[config.mk]
export PLATFORM = sky130hd
export DESIGN_NAME = motor_encoder_feedback_tracker_unit
export DESIGN_NICKNAME = d
export VERILOG_FILES = /design/src/sv/mef_pkg.sv /design/src/sv/mef_div.sv /design/src/sv/mef_dp.sv /design/src/sv/mef_ctrl.sv /design/src/sv/motor_encoder_feedback_tracker_unit.sv
export SDC_FILE = /design/constraint.sdc
export NUM_CORES = 2
export LEC_CHECK = 0
export ABC_AREA = 1
export BUFFER_PORTS_ARGS = -buffer_cell sky130_fd_sc_hd__buf_2
export CAP_MARGIN = 20
export CORE_MARGIN = 2
export CORE_UTILIZATION = 55
export CTS_BUF_LIST = sky130_fd_sc_hd__clkbuf_2 sky130_fd_sc_hd__clkbuf_4 sky130_fd_sc_hd__clkbuf_8
export DETAILED_ROUTE_END_ITERATION = 7
export GPL_ROUTABILITY_DRIVEN = 0
export PLACE_DENSITY = 0.79
export SETUP_SLACK_MARGIN = 0.5
export SLEW_MARGIN = 20
export SYNTH_ARGS = -nofsm -noshare
export SYNTH_HDL_FRONTEND = slang
export SYNTH_SLANG_ARGS = --single-unit
export TNS_END_PERCENT = 20
[constraint.sdc]
create_clock -name clk -period 12.75 [get_ports clk]
set_input_delay 2.55 -clock clk [delete_from_list [all_inputs] [get_ports clk]]
set_output_delay 2.55 -clock clk [all_outputs]
set_load 0.1 [all_outputs]
[src/sv/mef_pkg.sv]
`default_nettype none

package mef_pkg;

  localparam int CNT_W = 13;
  localparam int SPD_W = 16;
  localparam int TRQ_W = 16;
  localparam int TMP_W = 8;
  localparam int RATIO_W = 8;
  localparam int LIMIT_W = 31;
  localparam int ANGLE_W = 15;
  localparam int TOTAL_W = 32;
  localparam int SUM_W = TOTAL_W + 1;

  localparam int ENC_COUNTS_DEF = 8192;

  localparam int CFG_IDX_W = 1;
  localparam int CFG_DATA_W = 31;

  localparam logic [CFG_IDX_W-1:0] REG_GEAR_RATIO = 1'b0;
  localparam logic [CFG_IDX_W-1:0] REG_CLEAR_LIMIT = 1'b1;

  localparam logic [RATIO_W-1:0] RATIO_RESET = 8'd1;
  localparam logic [LIMIT_W-1:0] LIMIT_RESET = 31'd1000000000;

  localparam int DIV_W = 31;
  localparam int STEP_W = 5;
  localparam logic [STEP_W-1:0] SPD_STEPS = 5'd16;
  localparam logic [STEP_W-1:0] MOD_STEPS = 5'd31;
  localparam logic [STEP_W-1:0] ANG_STEPS = 5'd15;

  localparam logic [31:0] TWO_PIQ29 = 32'd3373259426;
  localparam logic [ANGLE_W-1:0] PI_Q12 = 15'd12868;

  typedef enum logic [3:0] {
    ST_IDLE,
    ST_DIFF,
    ST_PICK,
    ST_ADD,
    ST_CLEAR,
    ST_SPD_GO,
    ST_SPD_RUN,
    ST_MOD_GO,
    ST_MOD_RUN,
    ST_RES,
    ST_MUL,
    ST_ANG_GO,
    ST_ANG_RUN,
    ST_PUT
  } mef_state_t;

  typedef enum logic [1:0] {
    DIV_SPD,
    DIV_MOD,
    DIV_ANG
  } div_sel_t;

  typedef struct packed {
    logic     load;
    logic     diff;
    logic     pick;
    logic     add;
    logic     clear;
    logic     div_start;
    div_sel_t div_sel;
    logic     spd_cap;
    logic     res;
    logic     mul;
    logic     out_load;
  } mef_cmd_t;

  typedef struct packed {
    logic div_done;
  } mef_status_t;

endpackage

`default_nettype wire

[src/sv/mef_div.sv]
`default_nettype none

module mef_div #(
  parameter int MW = 22
) (
  input  wire logic                        clk,
  input  wire logic                        rst,
  input  wire logic                        start,
  input  wire logic [mef_pkg::DIV_W-1:0]   dividend,
  input  wire logic [MW-1:0]               rem_init,
  input  wire logic [MW-1:0]               divisor,
  input  wire logic [mef_pkg::STEP_W-1:0]  steps,
  output      logic [mef_pkg::DIV_W-1:0]   quo,
  output      logic [MW-1:0]               rem,
  output      logic                        done
);
  import mef_pkg::*;

  logic [DIV_W-1:0]  dvd;
  logic [MW-1:0]     dsr;
  logic [STEP_W-1:0] cnt;
  logic [MW:0]       trial;
  logic [MW:0]       diff;
  logic              ge;

  always_comb begin
    trial = {rem, dvd[DIV_W-1]};
    diff = trial - {1'b0, dsr};
    ge = (trial >= {1'b0, dsr});
  end

  assign done = (cnt == '0);

  always_ff @(posedge clk) begin
    if (rst) begin
      cnt <= '0;
    end else if (start) begin
      cnt <= steps;
    end else if (cnt != '0) begin
      cnt <= cnt - 1'b1;
    end
  end

  always_ff @(posedge clk) begin
    if (start) begin
      dvd <= dividend;
      rem <= rem_init;
      dsr <= divisor;
      quo <= '0;
    end else if (cnt != '0) begin
      dvd <= {dvd[DIV_W-2:0], 1'b0};
      rem <= ge ? diff[MW-1:0] : trial[MW-1:0];
      quo <= {quo[DIV_W-2:0], ge};
    end
  end

endmodule

`default_nettype wire

[src/sv/mef_dp.sv]
`default_nettype none

module mef_dp #(
  parameter int ENCODER_COUNTS = mef_pkg::ENC_COUNTS_DEF
) (
  input  wire logic                              clk,
  input  wire logic                              rst,
  input  wire mef_pkg::mef_cmd_t                 cmd,
  output      mef_pkg::mef_status_t              status,
  input  wire logic                              cfg_write,
  input  wire logic [mef_pkg::CFG_IDX_W-1:0]     cfg_index,
  input  wire logic [mef_pkg::CFG_DATA_W-1:0]    cfg_data,
  input  wire logic [mef_pkg::CNT_W-1:0]         rotor_count,
  input  wire logic signed [mef_pkg::SPD_W-1:0]  rotor_speed,
  input  wire logic signed [mef_pkg::TRQ_W-1:0]  torque_word,
  input  wire logic [mef_pkg::TMP_W-1:0]         temp_byte,
  output      logic signed [mef_pkg::SPD_W-1:0]  shaft_speed,
  output      logic signed [mef_pkg::ANGLE_W-1:0] shaft_angle,
  output      logic signed [mef_pkg::TOTAL_W-1:0] turn_total,
  output      logic signed [mef_pkg::TRQ_W-1:0]  torque_out,
  output      logic [mef_pkg::TMP_W-1:0]         temp_out
);
  import mef_pkg::*;

  localparam int NW = $clog2(ENCODER_COUNTS + 1);
  localparam int MW = NW + RATIO_W;
  localparam int DW = ((NW > CNT_W) ? NW : CNT_W) + 2;
  localparam int PW = MW + 32;
  localparam logic signed [DW-1:0] N_S = DW'(ENCODER_COUNTS);
  localparam logic [MW-1:0] N_M = MW'(ENCODER_COUNTS);

  logic [RATIO_W-1:0]        ratio;
  logic [LIMIT_W-1:0]        limit;
  logic [CNT_W-1:0]          present_count;
  logic [CNT_W-1:0]          prior_count;
  logic signed [TOTAL_W-1:0] angle_sum;

  logic signed [SPD_W-1:0]   speed;
  logic signed [TRQ_W-1:0]   torque;
  logic [TMP_W-1:0]          temp;

  logic signed [DW-1:0]      fwd;
  logic signed [DW-1:0]      bwd;
  logic signed [DW-1:0]      delta;
  logic signed [SUM_W-1:0]   sum;
  logic [SPD_W-1:0]          spd_res;
  logic [MW-1:0]             p;
  logic [PW-1:0]             prod;

  logic [RATIO_W-1:0]        ratio_eff;
  logic [MW-1:0]             m_val;
  logic signed [DW-1:0]      cur_s;
  logic signed [DW-1:0]      last_s;
  logic signed [DW-1:0]      diff_s;
  logic signed [DW-1:0]      fwd_next;
  logic signed [DW-1:0]      bwd_next;
  logic [DW-1:0]             mag_f;
  logic [DW-1:0]             mag_b;
  logic [SUM_W:0]            chk;
  logic                      over;
  logic [TOTAL_W-1:0]        sum_abs;
  logic [SPD_W-1:0]          spd_abs;
  logic [PW:0]               x_full;

  logic                      div_start;
  logic [DIV_W-1:0]          div_dividend;
  logic [MW-1:0]             div_rem_init;
  logic [MW-1:0]             div_divisor;
  logic [STEP_W-1:0]         div_steps;
  logic [DIV_W-1:0]          div_quo;
  logic [MW-1:0]             div_rem;
  logic                      div_done;

  always_comb begin
    ratio_eff = (ratio == '0) ? RATIO_W'(1) : ratio;
    m_val = N_M * {{(MW-RATIO_W){1'b0}}, ratio_eff};

    cur_s = $signed(DW'(present_count));
    last_s = $signed(DW'(prior_count));
    diff_s = cur_s - last_s;
    if (cur_s < last_s) begin
      fwd_next = diff_s + N_S;
      bwd_next = diff_s;
    end else begin
      fwd_next = diff_s;
      bwd_next = diff_s - N_S;
    end

    mag_f = fwd[DW-1] ? $unsigned(-fwd) : $unsigned(fwd);
    mag_b = bwd[DW-1] ? $unsigned(-bwd) : $unsigned(bwd);

    chk = {3'b000, limit} + {sum[SUM_W-1], sum};
    over = sum[SUM_W-1] ? chk[SUM_W] : (sum[TOTAL_W-1:0] > {1'b0, limit});

    sum_abs = angle_sum[TOTAL_W-1] ? $unsigned(-angle_sum) : $unsigned(angle_sum);
    spd_abs = speed[SPD_W-1] ? $unsigned(-speed) : $unsigned(speed);

    x_full = {1'b0, prod} + {{(PW-MW-15){1'b0}}, m_val, 16'b0};
  end

  always_comb begin
    div_start = cmd.div_start;
    unique case (cmd.div_sel)
      DIV_SPD: begin
        div_dividend = {spd_abs, {(DIV_W-SPD_W){1'b0}}};
        div_rem_init = '0;
        div_divisor = {{(MW-RATIO_W){1'b0}}, ratio_eff};
        div_steps = SPD_STEPS;
      end
      DIV_MOD: begin
        div_dividend = sum_abs[DIV_W-1:0];
        div_rem_init = '0;
        div_divisor = m_val;
        div_steps = MOD_STEPS;
      end
      DIV_ANG: begin
        div_dividend = {x_full[31:17], {(DIV_W-15){1'b0}}};
        div_rem_init = x_full[MW+31:32];
        div_divisor = m_val;
        div_steps = ANG_STEPS;
      end
      default: begin
        div_dividend = '0;
        div_rem_init = '0;
        div_divisor = m_val;
        div_steps = '0;
      end
    endcase
  end

  mef_div #(
    .MW(MW)
  ) u_div (
    .clk      (clk),
    .rst      (rst),
    .start    (div_start),
    .dividend (div_dividend),
    .rem_init (div_rem_init),
    .divisor  (div_divisor),
    .steps    (div_steps),
    .quo      (div_quo),
    .rem      (div_rem),
    .done     (div_done)
  );

  assign status.div_done = div_done;

  always_ff @(posedge clk) begin
    if (rst) begin
      ratio <= RATIO_RESET;
      limit <= LIMIT_RESET;
    end else if (cfg_write) begin
      unique case (cfg_index)
        REG_GEAR_RATIO:  ratio <= cfg_data[RATIO_W-1:0];
        REG_CLEAR_LIMIT: limit <= cfg_data[LIMIT_W-1:0];
        default:         ratio <= ratio;
      endcase
    end
  end

  always_ff @(posedge clk) begin
    if (rst) begin
      present_count <= '0;
      prior_count <= '0;
      angle_sum <= '0;
    end else begin
      if (cmd.load) begin
        if (present_count != '0) begin
          prior_count <= present_count;
        end
        present_count <= rotor_count;
      end
      if (cmd.clear) begin
        angle_sum <= over ? '0 : $signed(sum[TOTAL_W-1:0]);
      end
    end
  end

  always_ff @(posedge clk) begin
    if (cmd.load) begin
      speed <= rotor_speed;
      torque <= torque_word;
      temp <= temp_byte;
    end
    if (cmd.diff) begin
      fwd <= fwd_next;
      bwd <= bwd_next;
    end
    if (cmd.pick) begin
      delta <= (mag_f < mag_b) ? fwd : bwd;
    end
    if (cmd.add) begin
      sum <= {angle_sum[TOTAL_W-1], angle_sum} + {{(SUM_W-DW){delta[DW-1]}}, delta};
    end
    if (cmd.spd_cap) begin
      spd_res <= speed[SPD_W-1] ? (~div_quo[SPD_W-1:0] + 1'b1) : div_quo[SPD_W-1:0];
    end
    if (cmd.res) begin
      p <= (angle_sum[TOTAL_W-1] && (div_rem != '0)) ? (m_val - div_rem) : div_rem;
    end
    if (cmd.mul) begin
      prod <= PW'(p) * PW'(TWO_PIQ29);
    end
    if (cmd.out_load) begin
      shaft_speed <= $signed(spd_res);
      shaft_angle <= $signed(div_quo[ANGLE_W-1:0] - PI_Q12);
      turn_total <= angle_sum;
      torque_out <= torque;
      temp_out <= temp;
    end
  end

endmodule

`default_nettype wire

[src/sv/mef_ctrl.sv]
`default_nettype none

module mef_ctrl (
  input  wire logic                  clk,
  input  wire logic                  rst,
  input  wire logic                  in_valid,
  output      logic                  in_stall,
  output      logic                  out_valid,
  input  wire logic                  out_stall,
  output      mef_pkg::mef_cmd_t     cmd,
  input  wire mef_pkg::mef_status_t  status
);
  import mef_pkg::*;

  mef_state_t state;
  mef_state_t state_next;
  logic       out_valid_next;
  logic       put_go;

  assign put_go = (state == ST_PUT) && (!out_valid || !out_stall);

  always_comb begin
    state_next = state;
    unique case (state)
      ST_IDLE:    if (in_valid) state_next = ST_DIFF;
      ST_DIFF:    state_next = ST_PICK;
      ST_PICK:    state_next = ST_ADD;
      ST_ADD:     state_next = ST_CLEAR;
      ST_CLEAR:   state_next = ST_SPD_GO;
      ST_SPD_GO:  state_next = ST_SPD_RUN;
      ST_SPD_RUN: if (status.div_done) state_next = ST_MOD_GO;
      ST_MOD_GO:  state_next = ST_MOD_RUN;
      ST_MOD_RUN: if (status.div_done) state_next = ST_RES;
      ST_RES:     state_next = ST_MUL;
      ST_MUL:     state_next = ST_ANG_GO;
      ST_ANG_GO:  state_next = ST_ANG_RUN;
      ST_ANG_RUN: if (status.div_done) state_next = ST_PUT;
      ST_PUT:     if (put_go) state_next = ST_IDLE;
      default:    state_next = ST_IDLE;
    endcase
  end

  always_comb begin
    cmd = '0;
    cmd.div_sel = DIV_SPD;
    unique case (state)
      ST_IDLE:    cmd.load = in_valid;
      ST_DIFF:    cmd.diff = 1'b1;
      ST_PICK:    cmd.pick = 1'b1;
      ST_ADD:     cmd.add = 1'b1;
      ST_CLEAR:   cmd.clear = 1'b1;
      ST_SPD_GO: begin
        cmd.div_start = 1'b1;
        cmd.div_sel = DIV_SPD;
      end
      ST_SPD_RUN: cmd.spd_cap = status.div_done;
      ST_MOD_GO: begin
        cmd.div_start = 1'b1;
        cmd.div_sel = DIV_MOD;
      end
      ST_MOD_RUN: cmd.div_sel = DIV_MOD;
      ST_RES:     cmd.res = 1'b1;
      ST_MUL:     cmd.mul = 1'b1;
      ST_ANG_GO: begin
        cmd.div_start = 1'b1;
        cmd.div_sel = DIV_ANG;
      end
      ST_ANG_RUN: cmd.div_sel = DIV_ANG;
      ST_PUT:     cmd.out_load = put_go;
      default:    cmd.load = 1'b0;
    endcase
  end

  always_comb begin
    in_stall = (state != ST_IDLE);
    if (put_go) begin
      out_valid_next = 1'b1;
    end else if (out_valid && !out_stall) begin
      out_valid_next = 1'b0;
    end else begin
      out_valid_next = out_valid;
    end
  end

  always_ff @(posedge clk) begin
    if (rst) begin
      state <= ST_IDLE;
      out_valid <= 1'b0;
    end else begin
      state <= state_next;
      out_valid <= out_valid_next;
    end
  end

endmodule

`default_nettype wire

[src/sv/motor_encoder_feedback_tracker_unit.sv]
// Multi-turn rotor angle tracker for one geared motor feedback frame per item.
// Each item updates a running rotor count total by the shorter wrapped delta
// (cleared to zero once its magnitude passes angle_clear_limit) and returns
// shaft speed (rotor speed / gear ratio, toward zero), shaft angle in signed
// Q2.12 radians from minus pi to pi, the total, and torque and temperature
// unchanged. Gear ratio zero acts as one. Registers: index 0 gear_ratio,
// index 1 angle_clear_limit; write them only while no item is in flight.
// An item's result is loaded into the output register once that register
// is free, and the next item is taken the cycle after; the work runs on
// the shared shift-subtract divider, which runs 16 steps for the speed,
// 31 for the angle residue and 15 for the radian scaling.
// The output register holds a finished result while the next item runs.
`default_nettype none

module motor_encoder_feedback_tracker_unit #(
  parameter int ENCODER_COUNTS = mef_pkg::ENC_COUNTS_DEF
) (
  input  wire logic                               clk,
  input  wire logic                               rst,
  input  wire logic                               cfg_write,
  input  wire logic [mef_pkg::CFG_IDX_W-1:0]      cfg_index,
  input  wire logic [mef_pkg::CFG_DATA_W-1:0]     cfg_data,
  input  wire logic                               in_valid,
  output      logic                               in_stall,
  input  wire logic [mef_pkg::CNT_W-1:0]          rotor_count,
  input  wire logic signed [mef_pkg::SPD_W-1:0]   rotor_speed,
  input  wire logic signed [mef_pkg::TRQ_W-1:0]   torque_word,
  input  wire logic [mef_pkg::TMP_W-1:0]          temp_byte,
  output      logic                               out_valid,
  input  wire logic                               out_stall,
  output      logic signed [mef_pkg::SPD_W-1:0]   shaft_speed,
  output      logic signed [mef_pkg::ANGLE_W-1:0] shaft_angle,
  output      logic signed [mef_pkg::TOTAL_W-1:0] turn_total,
  output      logic signed [mef_pkg::TRQ_W-1:0]   torque_out,
  output      logic [mef_pkg::TMP_W-1:0]          temp_out
);
  import mef_pkg::*;

  mef_cmd_t    cmd;
  mef_status_t status;

  mef_ctrl u_ctrl (
    .clk       (clk),
    .rst       (rst),
    .in_valid  (in_valid),
    .in_stall  (in_stall),
    .out_valid (out_valid),
    .out_stall (out_stall),
    .cmd       (cmd),
    .status    (status)
  );

  mef_dp #(
    .ENCODER_COUNTS(ENCODER_COUNTS)
  ) u_dp (
    .clk         (clk),
    .rst         (rst),
    .cmd         (cmd),
    .status      (status),
    .cfg_write   (cfg_write),
    .cfg_index   (cfg_index),
    .cfg_data    (cfg_data),
    .rotor_count (rotor_count),
    .rotor_speed (rotor_speed),
    .torque_word (torque_word),
    .temp_byte   (temp_byte),
    .shaft_speed (shaft_speed),
    .shaft_angle (shaft_angle),
    .turn_total  (turn_total),
    .torque_out  (torque_out),
    .temp_out    (temp_out)
  );

endmodule

`default_nettype wire

## Yosys cells after proc, flatten, opt, wreduce, memory -nomap -nowiden

Cells that the tools add are included.

- Register bits after elaboration: 497
- Bits of input ports: 90
- Output and inout port bits: 89
- Word-level logic and storage cells: 135

- Add/sub/neg operators: 15
- $mul: 1
- Magnitude comparators: 4
- Equality and inequality tests: 20
- Multiplexer cells: 41
- Bitwise gates (word level): 2
- Reduce and logical (&&, ||, !) cells: 23

Operators with widths:

| operator | number |
|---|---|
| $mux 16 | 7 |
| $mux 22 | 5 |
| $mux 31 | 3 |
| $pmux 31 s3 | 1 |
| $pmux 4 s14 | 1 |
| $add 54x37->54 | 1 |
| $mul 22x31->53 const B | 1 |
| $neg 16->16 | 3 |
| $add 32x33->34 | 1 |
| $add 32x16->33 | 1 |
| $gt 32x31->1 | 1 |
| $mux 32 | 1 |
| $neg 31->31 | 1 |
| $eq 4x4->1 const B | 6 |
| $ge 23x22->1 | 1 |
| $reduce_bool 22->1 | 1 |
| $sub 21x22->22 | 1 |
| $sub 22x22->22 | 1 |
| $mux 4 | 5 |
| $add 16x1->16 const B | 1 |
| $add 16x15->16 const B | 1 |
| $eq 4x3->1 const B | 4 |
| $lt 16x16->1 | 1 |
| $not 16->16 | 1 |
| other kinds (32) | 56 |

## Longest topological paths before layout

- Word-level depth: 6
- Mapped depth: 28
- Mapped depth without buffers: 28

## Cells and area by module

A second synthesis with hierarchy kept.

- Cell total of the unflattened synthesis: 4,525
- Area, all modules: 38,843.5 um^2

Modules (own cells, without submodules):

| module | times used | cells each | area an instance (um^2) | sequential area each (um^2) |
|---|---|---|---|---|
| mef_dp | 1 | 3,678 | 32,276.0 | 9,959.6 |
| mef_div | 1 | 776 | 6,172.2 | 2,972.9 |
| mef_ctrl | 1 | 71 | 395.4 | 100.1 |

## Worst setup path after synthesis

OpenSTA, ideal clock, no wires.

- Path type: input-to-reg
- From: input out_stall
- To: register u_dp.shaft_angle[0] (netlist name) (enable)
- Setup time: 534 ps
- Arrival: 6,320 ps
- Data required time: 12,216 ps
- Slack: 5,896 ps
- Stages: 3
- Path buffers: 0
- Cells stage by stage: nand2_1 inv_1 nor2_1

RTL lines:

| element | RTL line | text |
|---|---|---|
| from (decl) | motor_encoder_feedback_tracker_unit.sv:30 | `input wire logic out_stall,` |
| to (signal assigned) | mef_dp.sv:206 | `shaft_angle <= $signed(div_quo[ANGLE_W-1:0] - PI_Q12);` |
| to (decl) | mef_dp.sv:18 | `output logic signed [mef_pkg::ANGLE_W-1:0] shaft_angle,` |

## Worst setup path after layout

- From: register u_dp.p[4]
- To: register u_dp.prod[53], data pin

- Word-level cells in the longest chain between the ends: 1

Ends and longest elaborated chain:

| element | RTL line | text |
|---|---|---|
| from (decl) | mef_dp.sv:47 | `logic [MW-1:0] p;` |
| from (signal assigned) | mef_dp.sv:199 | `p <= (angle_sum[TOTAL_W-1] && (div_rem != '0)) ? (m_val - div_rem) : div_rem;` |
| $mul 22x31->53 | mef_dp.sv:202 | `prod <= PW'(p) * PW'(TWO_PIQ29);` |
| to (signal assigned) | mef_dp.sv:202 |  |
| to (decl) | mef_dp.sv:48 | `logic [PW-1:0] prod;` |

Every way passes these cells.
A chain may end at the register's enable or synchronous reset.

==> metrics.md <==
| Metric | Value |
|---|---|
| Status | finished, final reports clean |
| Largest net degree at the start of global routing | 79 |
| Layout area overhead | 9.454% |
| Clk sinks | ~460 |
| Post-synth EDFFs | 336 |
| Antenna violations before repair | 2 |
| Type of the most critical hold path | reg2reg |
| RR Startpoint | u_dp.p[4]$_DFFE_PP_ |
| Max transition margin | 0.2420 |
| Cell Area, Synth | 0.03711 sq mm |
| Vias in the first global route | 30370 |
| Leading post-synthesis cells by cell area | edfxtp_1 27%, ha_1 14%, fa_1 12% |
| Max stage delay on crit path | around 590 ps |
| Clock Path Buffers | 3 |
| Post_cts resized | 0 |
| Tmin final | 6666 ps |
| Syn_nets | 5064 |
| Drt first pass iters | 8 |
| Die Y | about 260 um |
| CTS HTree Levels | 3 |
| Cells on worst reg2reg path | 26 |
| Worst-Skew Late Latency | 690 ps |
| Post-layout net count | approximately 5300 |
| WP buf/inv | 8 |
| Most frequent cells in the layout | 820 x inv_1, 762 x nand2_1, 420 x ha_1 |
| Final Skew | 32.29 ps |
| Max Clk Rate | 150.0 MHz |
| DR DRC count | 0 |
| CTS tree | done |
| Die width | 263.8 um |
| Setup-failing EPs final | 0 |
| Post-synth top area cell | edfxtp_1 |
| Post-CTS setup buffers | 0 |
| Post-CTS Hold Buffers | 0 |
| Hold_sp | u_dp.temp[5]$_DFFE_PP_ |
| Dominant synthesized flop cell | edfxtp_1 |
| Worst Setup End Kind | register |
| Num CTS Buffers | 78 |
| Via Count | between 30000 and 40000 |
| Critical path's most frequent cell | inv_1 |
| Post-DRT Antenna Nets | 0 |
| # rows | 95 |
| Worst Hold Depth | 0 |
| Ports | 179 |
| Critical Path Source Type | register |
| Worst path arrival time | 7100 ps |
| IO Port Bufs | around 180 |
| Hpwl dp | 80.01 mm |
| Synth top area share | 0.2719 |
| Post-synthesis average cell area | 8.569 sq um |
| Ys async rst share | 0 |
| Fin. Hold Viols | 0 |
| Post-Syn Instances | 4331 |
| Final worst-path cycle share | 0.5228 |
| Total negative slack | 0 ps |
| Yosys cell types | 64 |
| DIE AREA | 0.06957 sq mm |
| Endpoint, Worst Hold | u_dp.temp_out[5]$_DFFE_PP_ |
| Critical path peak fanout | 7 |
| Yosys warning total | 0 |
| Core footprint | 0.06704 sq mm |
| Clock root buffer | clkbuf_8 |
| RSZ-0062 raised after global routing | no |
| Most common cell after layout, fill and taps aside | inv_1 |
| Remaining global-route overflow | 0 |
| CP delay by family, top | adder cells |
| Total wire length | roughly 100 mm |
| DR WL/cell | 18.49 um |
| Crit Path Category | reg2reg |
| Slew Viols, Final | 0 |
| R2R Setup Slk | between 6000 and 7000 ps |
| Routed vias/inst | 5.625 |
| Slowest-stage cell, CP | fa_1 |
| Slew @ Worst Pin | around 1100 ps |
| Starting DRT DRC Count | 2919 |
| Critical path required time | 13180 ps |
| Post-synthesis register bit count | between 400 and 500 |
| Layout cells sized above 1 | 0.08420 |
| Reg2reg end | u_dp.prod[53]$_DFFE_PP_ |
| Reg clk slew, reported paths | 60 ps |
| Starting Density | 0.5536 |
| Global-route wire length before repair | roughly 160 mm |
| Seq/Total Area, Yosys | 0.3382 |
| Overall Global Routing Usage | 0.2890 |
| Max_cap viols | 0 |
==> registers in the layout, summed over array words and instances (netlist names), 22 cells and up <==
register	cells
u_dp.limit	31
u_dp.turn_total	32
u_dp.p	22
u_dp.u_div.dvd	31
u_dp.u_div.rem	22
u_dp.prod	37
u_dp.angle_sum	32
u_dp.sum	33
==> routing by layer <==
metal  GRT usage  vias to the layer above  part of all wire
li1            -                    14530                 -
met3     0.05229                      312             0.092
met5           0                        -                 0
met2      0.4742                     1401              0.46
met1      0.3716                    14520              0.40
met4      0.1364                        0             0.051
==> cells by family after synthesis <==
| family | share of synthesized area |
|---|---|
| AND/OR/NAND/NOR | 0.1678 |
| buffers and inverters | 0.09370 |
| AO/OA/AOI/OAI | 0.1049 |
| adder cells (fa/ha/maj) | 0.2619 |
| flip-flops | 0.3382 |
| XOR/XNOR | 0.03328 |
| other | 0.0002024 |
==> synthesized netlist by cell type, drive strengths merged, types with 4 or more instances <==
cell type and count:
inv 828, nand2 769, ha 420, nor2 374, edfxtp 336, a21oi 299
o21ai 248, fa 223, nand3 199, dfxtp 123, xor2 114, nor3 51
clkbuf 47, nand4 40, buf 30, o21bai 28, xnor2 27, a21o 22
o211ai 20, nor4 19, a31oi 15, o22ai 15, a21boi 14, or2 11
o21a 9, nand3b 7, o31ai 6, a22oi 5, and3 5, a22o 4
and2 4
==> how the worst max path moves through the flow <==
stage                     cells after the start                            end  slack, ps                start
final                                        26        u_dp.prod[53]$_DFFE_PP_       6080  u_dp.p[4]$_DFFE_PP_
after global routing                         26        u_dp.prod[53]$_DFFE_PP_       5710  u_dp.p[5]$_DFFE_PP_
after CTS                                    25        u_dp.prod[52]$_DFFE_PP_       6180  u_dp.p[4]$_DFFE_PP_
after detailed placement                     25        u_dp.prod[52]$_DFFE_PP_       6190  u_dp.p[4]$_DFFE_PP_
after global placement                       25        u_dp.prod[52]$_DFFE_PP_       6270  u_dp.p[4]$_DFFE_PP_
after floorplan                               3  u_dp.shaft_angle[0]$_DFFE_PP_       5900            out_stall
==> metrics by stage <==
step / setup WS [ps] / util / area (sq um) / cells / hold WS, ps
after CTS: 6181 / 0.6055 / 40590 / 5468 / 399.3
after floorplan: 5896 / - / 37110 / 4331 / 400.3
after global placement: 6272 / 0.5801 / 38890 / 5323 / 400.4
final: 6084 / 0.6059 / 40620 / 5470 / 410.6
after detailed placement: 6188 / 0.5801 / 38890 / 5323 / 404.5
after global routing: 5707 / 0.6059 / 40620 / 5470 / 415.3
==> layout make-up <==
class	count	area [sq um]
Antenna cell	1	2.502
Clock buffer	118	1449
Clock inverter	27	247.7
Fill cell	5611	26420
Inverter	830	3115
Multi-Input combinational cell	2965	21110
Sequential cell	459	12550
Tap cell	873	1092
Timing Repair Buffer	197	1054
Power is left out: the tool's default activity adds up to more than one toggle a clock period on the data nets, which glitch-free logic cannot reach.
